### config.mk
export PLATFORM = sky130hd
export DESIGN_NAME = float32_multiplier
export DESIGN_NICKNAME = d
export VERILOG_FILES = /design/src/design/fpm_pkg.sv /design/src/design/fpm_unpack.sv /design/src/design/fpm_round.sv /design/src/design/float32_multiplier.sv
export SDC_FILE = /design/constraint.sdc
export NUM_CORES = 2
export LEC_CHECK = 0
export ABC_AREA = 1
export BUFFER_PORTS_ARGS = -buffer_cell sky130_fd_sc_hd__buf_2
export CORE_MARGIN = 5
export CORE_UTILIZATION = 60
export DETAILED_ROUTE_END_ITERATION = 8
export PLACE_DENSITY = 0.88
export RECOVER_POWER = 25
export SETUP_SLACK_MARGIN = 0.4
export SLEW_MARGIN = 20
export SYNTH_ARGS = -nofsm -noshare
export SYNTH_HDL_FRONTEND = slang
export SYNTH_SLANG_ARGS = --single-unit
export TNS_END_PERCENT = 50
### constraint.sdc
create_clock -name clk -period 7.16 [get_ports clk]
set_input_delay 1.432 -clock clk [delete_from_list [all_inputs] [get_ports clk]]
set_output_delay 1.432 -clock clk [all_outputs]
set_load 0.02 [all_outputs]
### src/design/fpm_pkg.sv
// ----------------------------------------------------------------------------
// fpm_pkg
// Shared types and constants of the single-precision multiplier pipeline.
// ----------------------------------------------------------------------------
package fpm_pkg;

    localparam logic [31:0] QNAN_BITS = 32'h7FC0_0000;
    localparam logic [30:0] INF_BITS  = 31'h7F80_0000;
    localparam logic [9:0]  EXP_BIAS  = 10'd127;

    typedef enum logic [2:0] {
        ST_NORMAL   = 3'd0,
        ST_ZERO     = 3'd1,
        ST_OVF_NAN  = 3'd2,
        ST_UNF_NAN  = 3'd3,
        ST_INFINITY = 3'd4
    } status_t;

    // Operands after unpacking, carried through stage one.
    typedef struct packed {
        logic        sign;
        logic [9:0]  exp_sum;     // signed unbiased exponent sum
        status_t     early;       // ST_NORMAL or an early exception
        logic [23:0] sig_a;
        logic [23:0] sig_b;
    } unpack_t;

    // Product before rounding, carried through stage two.
    typedef struct packed {
        logic        sign;
        logic [9:0]  exp_sum;
        status_t     early;
        logic [47:0] prod;
    } mult_t;

endpackage

### src/design/fpm_unpack.sv
// ----------------------------------------------------------------------------
// fpm_unpack
// Splits both operands, sums the exponents and flags early exceptions.
// ----------------------------------------------------------------------------
module fpm_unpack
    import fpm_pkg::*;
(
    input  logic [31:0] a,
    input  logic [31:0] b,
    output unpack_t     u
);

    logic [7:0] ea;
    logic [7:0] eb;
    logic [9:0] sum;

    always_comb
    begin
        ea  = a[30:23];
        eb  = b[30:23];
        sum = {2'b00, ea} + {2'b00, eb} - 10'd254;
        u.sign    = a[31] ^ b[31];
        u.exp_sum = sum;
        u.sig_a   = {1'b1, a[22:0]};
        u.sig_b   = {1'b1, b[22:0]};
        if (ea == 8'd0 || eb == 8'd0)
            u.early = ST_ZERO;
        else if ($signed(sum) > $signed(10'd128))
            u.early = ST_OVF_NAN;
        else if ($signed(sum) < $signed(-10'sd125))
            u.early = ST_UNF_NAN;
        else
            u.early = ST_NORMAL;
    end

endmodule

### src/design/fpm_round.sv
// ----------------------------------------------------------------------------
// fpm_round
// Normalizes, rounds to nearest-even and packs the result.
// ----------------------------------------------------------------------------
module fpm_round
    import fpm_pkg::*;
(
    input  mult_t       m,
    output logic [31:0] result,
    output status_t     stat
);

    logic        top;
    logic [23:0] keep;
    logic [23:0] rem;
    logic [23:0] half;
    logic        up;
    logic [24:0] rounded;
    logic [23:0] sig;
    logic [9:0]  e;

    always_comb
    begin
        top  = m.prod[47];
        keep = top ? m.prod[47:24] : m.prod[46:23];
        rem  = top ? m.prod[23:0] : {1'b0, m.prod[22:0]};
        half = top ? 24'h80_0000 : 24'h40_0000;
        up   = (rem > half) || (rem == half && keep[0]);
        rounded = {1'b0, keep} + {24'd0, up};
        sig  = rounded[24] ? rounded[24:1] : rounded[23:0];
        e    = m.exp_sum + {9'd0, top} + {9'd0, rounded[24]};
        if (m.early == ST_ZERO)
        begin
            result = 32'd0;
            stat   = ST_ZERO;
        end
        else if (m.early != ST_NORMAL)
        begin
            result = QNAN_BITS;
            stat   = m.early;
        end
        else if ($signed(e) > $signed(10'd127))
        begin
            result = {m.sign, INF_BITS};
            stat   = ST_INFINITY;
        end
        else
        begin
            result = {m.sign, 8'(e + EXP_BIAS), sig[22:0]};
            stat   = ST_NORMAL;
        end
    end

endmodule

### src/design/float32_multiplier.sv
// ----------------------------------------------------------------------------
// float32_multiplier
// Single-precision multiplier with flushed subnormals, three stages deep.
// ----------------------------------------------------------------------------
// Operand pairs arrive on the in channel (in_valid, in_ready) and results
// leave on the out channel (out_valid, out_ready); each side moves one
// transfer per cycle when valid and ready are both high.
// From input transfer to output valid, stage one unpacks and checks
// exponents, stage two runs the 24x24 significand multiply and stage three
// rounds and packs into the output register. Throughput is one pair per
// cycle while out_ready stays high; the multiplier stage sets the clock.
// Reset clears all stage valid bits, so the pipeline comes up empty.
// When the receiver stalls, the whole pipeline holds, except that empty
// stages still fill, so bubbles are squeezed out and nothing is lost or
// repeated.
// ----------------------------------------------------------------------------
module float32_multiplier
    import fpm_pkg::*;
(
    input  logic        clk,
    input  logic        rst_n,
    input  logic        in_valid,
    output logic        in_ready,
    input  logic [31:0] multiplicand_bits,
    input  logic [31:0] multiplier_bits,
    output logic        out_valid,
    input  logic        out_ready,
    output logic [31:0] product_bits,
    output logic [2:0]  status
);

    logic        v1_reg, v2_reg, v3_reg;
    logic        en1, en2, en3;
    unpack_t     u_next, u_reg;
    mult_t       m_next, m_reg;
    logic [31:0] res_next, res_reg;
    status_t     st_next, st_reg;

    assign en3 = !v3_reg || out_ready;
    assign en2 = !v2_reg || en3;
    assign en1 = !v1_reg || en2;
    assign in_ready = en1;

    fpm_unpack u_unpack (.a(multiplicand_bits), .b(multiplier_bits), .u(u_next));

    always_comb
    begin
        m_next.sign    = u_reg.sign;
        m_next.exp_sum = u_reg.exp_sum;
        m_next.early   = u_reg.early;
        m_next.prod    = u_reg.sig_a * u_reg.sig_b;
    end

    fpm_round u_round (.m(m_reg), .result(res_next), .stat(st_next));

    always_ff @(posedge clk or negedge rst_n)
    begin
        if (!rst_n)
        begin
            v1_reg <= 1'b0;
            v2_reg <= 1'b0;
            v3_reg <= 1'b0;
        end
        else
        begin
            if (en1) v1_reg <= in_valid;
            if (en2) v2_reg <= v1_reg;
            if (en3) v3_reg <= v2_reg;
        end
    end

    always_ff @(posedge clk)
    begin
        if (en1 && in_valid) u_reg <= u_next;
        if (en2 && v1_reg) m_reg <= m_next;
        if (en3 && v2_reg)
        begin
            res_reg <= res_next;
            st_reg  <= st_next;
        end
    end

    assign out_valid    = v3_reg;
    assign product_bits = res_reg;
    assign status       = st_reg;

    a_hold: assert property (@(posedge clk) disable iff (!rst_n)
        out_valid && !out_ready |=> out_valid && $stable(product_bits))
        else $error("stalled result changed");
    a_status: assert property (@(posedge clk) disable iff (!rst_n)
        out_valid |-> status <= 3'd4)
        else $error("status out of range");
    a_zero: assert property (@(posedge clk) disable iff (!rst_n)
        out_valid && status == ST_ZERO |-> product_bits == 32'd0)
        else $error("zero result not zero");
    a_adv: assert property (@(posedge clk) disable iff (!rst_n)
        v2_reg && en3 |=> v3_reg)
        else $error("stage two item lost");

endmodule

# Word level (Yosys, flattened, before mapping)
# Cells that the tools add are included.
op_classes:
  n_addsub: 6
  multipliers: 1
  n_lt_le_gt_ge: 4
  eq_ne: 2
  mux: 10
  bitwise_logic: 1
  reduce_logical: 18
op_table:
  columns: ["operator", "n"]
  rows:
  - ["2-to-1 mux 24 bit", 3]
  - ["2-to-1 mux 31 bit", 2]
  - ["multiplier 24 x 24 -> 48 bit", 1]
  - ["adder 24 x 1 -> 25 bit", 1]
  - ["equality test 24 bit", 1]
  - ["> comparator 24 bit", 1]
  - ["2-to-1 mux 23 bit", 1]
  - ["adder 10 x 1 -> 10 bit", 2]
  - ["logical NOT 8 bit", 2]
  - ["> comparator 10 x 8 -> 1 bit (second input constant)", 1]
  - ["> comparator 10 x 9 -> 1 bit (second input constant)", 1]
  - ["< comparator 10 x 8 -> 1 bit (second input constant)", 1]
  - ["subtractor 10 x 8 -> 10 bit (second input constant)", 1]
  - ["adder 8 x 8 -> 9 bit", 1]
  - ["adder 8 x 7 -> 8 bit (second input constant)", 1]
  - ["2-to-1 mux 3 bit", 2]
  - ["logical OR 1 bit", 5]
  - ["logical AND 1 bit", 4]
  - ["2-to-1 mux 2 bit", 2]
  - ["OR reduction 2 bit", 2]
  - ["equality test 3 x 1 -> 1 bit (second input constant)", 1]
  - ["logical NOT 1 bit", 3]
  - ["nonzero test 3 bit", 1]
  - ["OR reduction 3 bit", 1]
  - ["XOR 1 bit", 1]
word_totals:
  reg_bits: 160
  input_bits: 68
  out_inout_bits: 37
  wordCells: 59

# Longest topological paths before layout
depth:
  depth_word: 9
  depth_mapped: 30
  mapped_depth_nobuf: 27

# By module
# From an unflattened synthesis, not the netlist that was laid out.
hier_totals:
  hier_cells: 3544
  area_unflattened_um2: 28175.8
by_module_without_submodules:
  columns: ["mod", "n_inst", "cells_each", "area_each_um2", "seq_area_each_um2"]
  rows:
  - ["float32_multiplier", 1, 3051, 25448.2, 4849.7]
  - ["fpm_round", 1, 324, 1671.6, 0.0]
  - ["fpm_unpack", 1, 169, 1056.0, 0.0]

# Least setup slack after synthesis
# OpenSTA, ideal clock, no wires.
synth_timing:
  path_type: "register to register"
  from: "register u_reg[37] (netlist bit)"
  to: "register m_reg[38] (netlist bit), data pin"
  setup_time_ns: 0.252
  arrival_time_ns: 5.976
  required_time_ns: 6.908
  path_slack_ns: 0.931
  stages_incl_launch_ff: 27
  path_buffers: 1
  synth_period_minus_slack_ns: 6.229
  path_cell_list: "edfxtp_1 clkbuf_1 nand2_1 fa_1 inv_1 fa_1 inv_1 fa_1 inv_1 fa_1 inv_1 fa_1 inv_1 fa_1 inv_1 fa_1 inv_1 ha_1 nand2_1 nor2_1 nand2_1 nor3b_1 nor3b_1 o21ai_0 nand2_1 nand3_1 nand2_1"
synth_lines:
  columns: ["item", "line_no", "rtl"]
  rows:
  - ["from (decl)", "float32_multiplier.sv:34", "unpack_t u_next, u_reg;"]
  - ["from (signal assigned)", "float32_multiplier.sv:74", "if (en1 && in_valid) u_reg <= u_next;"]
  - ["to (signal assigned)", "float32_multiplier.sv:75", "if (en2 && v1_reg) m_reg <= m_next;"]
  - ["to (decl)", "float32_multiplier.sv:35", "mult_t m_next, m_reg;"]

==> summary.md <==
| Metric | Value |
|---|---|
| Post-Synthesis Cell Area | `about 0.027 sq mm` |
| Register area | `about 0.0047 sq mm` |
| Crit Path Category | `reg2reg` |
| Worst Hold Class | `reg2reg` |
| IO buf count | `104` |
| Number of clock sinks | `roughly 160` |
| HPWL after detailed placement | `approximately 54000 microns` |
| Fillers | `3226` |
| Placed Instances | `3820` |
| Fin cells | `just under 4000` |
| Post-Synth Simple-Gate Area | `roughly 15%` |
| Outcome | `finished with violations` |
| Via Count | `21400` |
| Largest family of logic cells by synthesized area | `adder cells` |
| CTS buffer count | `17` |
| Synth Area in XOR/XNOR | `2.54%` |
| Violated checks | `max-capacitance violations, max-slew violations` |
| Die width | `between 200 and 250 microns` |
| Wire length on met2 | `about 35000 microns` |
| Clock-pin slew on the worst setup and hold paths | `approximately 0.070 ns` |
| Final Cycle Share | `94.1%` |
| Max-slew violations | `18` |
| Final Hold Vio Count | `0` |
| Min cycle time layout | `between 6 and 7 ns` |
| Clock latency on the worst-skew pair | `0.47 ns` |
| Met3 wire len | `7390 microns` |
| TNS Setup | `0 ns` |
| Avg WL per Cell | `18.1 microns` |
| Deepest clock path buffer count | `2` |
| Placer Congestion | `slightly below 1` |
| DRC viols | `0` |
| Routed vias/inst | `5.46` |
| Syn_nets | `3899` |
| RSZ-0062 raised after global routing | `true` |
| Adder-Cell Fraction of Synth Area | `a little under half` |
| Wl on met1 | `24300 microns` |
| Post-Route WL | `just over 70000 microns` |
| FFs w/ async S/R, synth | `around 1.9%` |
| Clock Tree Root | `clkbuf_16` |
| Row count | `77` |
| Worst setup SP type | `flop` |
| GRT Util Overall | `approximately 30%` |
| Initial Util | `60.3%` |
| Synthesized area per cell | `8.40 sq um` |
| Fin nets | `between 4000 and 5000` |
| Grt ovf | `0` |
| Post-Syn Instances | `~3200` |
| Final ANT Viol Nets | `0` |
| First-pass GRT wire length | `113000 microns` |
| Die height | `220 microns` |
| Proportion of layout cells with a drive suffix above 1 | `9.23%` |
| Yosys reg bits | `158` |
| IO Pins | `105` |
| Max reg flops | `roughly 60` |
| Area grow syn2layout | `10.7%` |
| Inserted Diodes | `0` |
| Sequential fraction of the synthesis area | `~18%` |
| Multi-input logic area | `0.0178 sq mm` |
| Most used flip-flop cell after synthesis | `edfxtp_1` |
| Core ar. | `0.0440 sq mm` |
| Synth cell types | `48` |
| Max-capacitance violation count | `1` |
| Fmax | `148 MHz` |
| Initial antenna violation count | `1` |
| Compound-Gate Fraction of Synth Area | `3.64%` |
| Post-synth EDFFs | `roughly 160` |
| CTS tree | `yes` |
| DIE AREA | `0.0485 sq mm` |
| Max H-tree Level | `4` |
| Finish-stage setup viols | `0` |
| Largest net degree at the start of global routing | `60` |
| Vias in the first global route | `23000` |
| Critical path peak fanout | `19` |
| Top Layer Used | `met5` |
| Initial DRC count | `2092` |
| Worst path required time | `around 7.4 ns` |
| Measured slew at the worst slew-check pin | `1.88 ns` |
| Multiplexer share of the synthesized area | `0%` |
| Max Clock Skew | `0.0216 ns` |
| Critical Path End Type | `flop` |
| DR pass1 iterations | `8` |
| Critical path arrival | `between 6 and 7 ns` |
| Relative slew slack | `-25.2%` |
| Ys Warns | `0` |
## synthesized netlist by cell type (4+ instances only)
| library cell | instances | area share (%) |
|---|---|---|
| nand2_2 | 10 | 0.24 |
| xor2_1 | 55 | 1.8 |
| nand2_1 | 751 | 11 |
| o21ai_1 | 10 | 0.19 |
| a21o_1 | 8 | 0.23 |
| o21ai_0 | 45 | 0.85 |
| nand4_1 | 14 | 0.33 |
| a31oi_1 | 9 | 0.21 |
| a21oi_1 | 73 | 1.4 |
| fa_1 | 484 | 37 |
| nor2_1 | 120 | 1.7 |
| clkbuf_1 | 96 | 1.4 |
| nor4_1 | 11 | 0.26 |
| o21ai_2 | 4 | 0.13 |
| xnor2_1 | 22 | 0.73 |
| edfxtp_1 | 155 | 18 |
| nand3_1 | 53 | 1.0 |
| nor3_1 | 15 | 0.28 |
| inv_1 | 986 | 14 |
| o21a_1 | 4 | 0.11 |
| ha_1 | 187 | 8.8 |
| o21bai_1 | 6 | 0.17 |
## critical path: stages (launching register included)
cell and delay [ns]:
edfxtp_1 0.56, buf_6 0.29, nand2_1 0.11, fa_1 0.50, inv_1 0.06, fa_1 0.49
inv_1 0.07, fa_1 0.51, fa_1 0.52, inv_1 0.06, fa_1 0.48, fa_1 0.49
inv_1 0.05, fa_1 0.47, inv_1 0.04, ha_1 0.34, a21oi_1 0.23, o21ai_1 0.15
a21oi_1 0.28, nor3b_2 0.37, o21ai_1 0.14, nand2_1 0.10, nand2_1 0.05, nand2_1 0.07
nand2_1 0.06
## stage by stage
step	setup WS [ns]	util (%)	hold WS, ns	area (sq um)
after floorplan	0.931	-	0.400	26500
after global placement	0.179	63.3	0.401	27900
after detailed placement	0.137	63.3	0.406	27900
after CTS	0.403	65.8	0.418	29000
after global routing	0.341	66.7	0.435	29400
final	0.420	66.7	0.417	29400
## final cells by class
class / count / area share, %
Clock buffer: 19 / 1.47
Clock inverter: 12 / 0.468
Inverter: 989 / 12.6
Multi-Input combinational cell: 1912 / 60.5
Sequential cell: 158 / 16.1
Tap cell: 592 / 2.52
Timing Repair Buffer: 248 / 6.33
## layout by cell type, fill, tap and decap left out, types with 22 or more instances in the layout
cell type / Yosys / layout
inv_1: 986 / 985
a21oi_1: 73 / 72
xnor2_1: 22 / 22
ha_1: 187 / 183
nand3_1: 53 / 53
fa_1: 484 / 484
o21ai_0: 45 / 39
buf_2: 0 / 91
edfxtp_1: 155 / 155
buf_4: 0 / 115
nand2_1: 751 / 750
xor2_1: 55 / 55
nor2_1: 120 / 113
## worst paths after layout
path	startpoint	to	slack (ns)	cells past startpoint
setup / recovery	u_reg[36]	m_reg[38]	0.42	24
hold / removal	m_next[60]	m_reg[60]	0.42	0
setup reg to reg	u_reg[36]	m_reg[38]	0.42	24
hold reg to reg	m_next[60]	m_reg[60]	0.42	0
max in group asynchronous	rst_n	v1_reg	6.22	1
min in group asynchronous	rst_n	v2_reg	0.78	1
## per-layer routing
layer	track usage, %	vias up
li1	-	9449
met1	36.1	10300
met2	49.4	1299
met3	6.53	379
met4	16.5	2
met5	0	-
## kinds of logic (layout without fill, tap and decap cells)
| kind of cell | count (synthesis) | count (layout) |
|---|---|---|
| buffers and inverters | 1090 | 1268 |
| AO/OA/AOI/OAI | 171 | 171 |
| adder cells (fa/ha/maj) | 671 | 671 |
| XOR/XNOR | 77 | 77 |
| flip-flops | 158 | 158 |
| AND/OR/NAND/NOR | 993 | 993 |
## repair_timing
item / 4_1_cts / 5_1_grt
resized for setup: 4 / 33
hold buffers: 0 / 0
pin swaps: 0 / 1
endpoints found under the hold margin: 0 / 0
buffers inserted: 52 / 26
setup endpoints to repair: 10 / 26
Power is left out: the tool's default activity adds up to more than one toggle a clock period on the data nets, which glitch-free logic cannot reach.
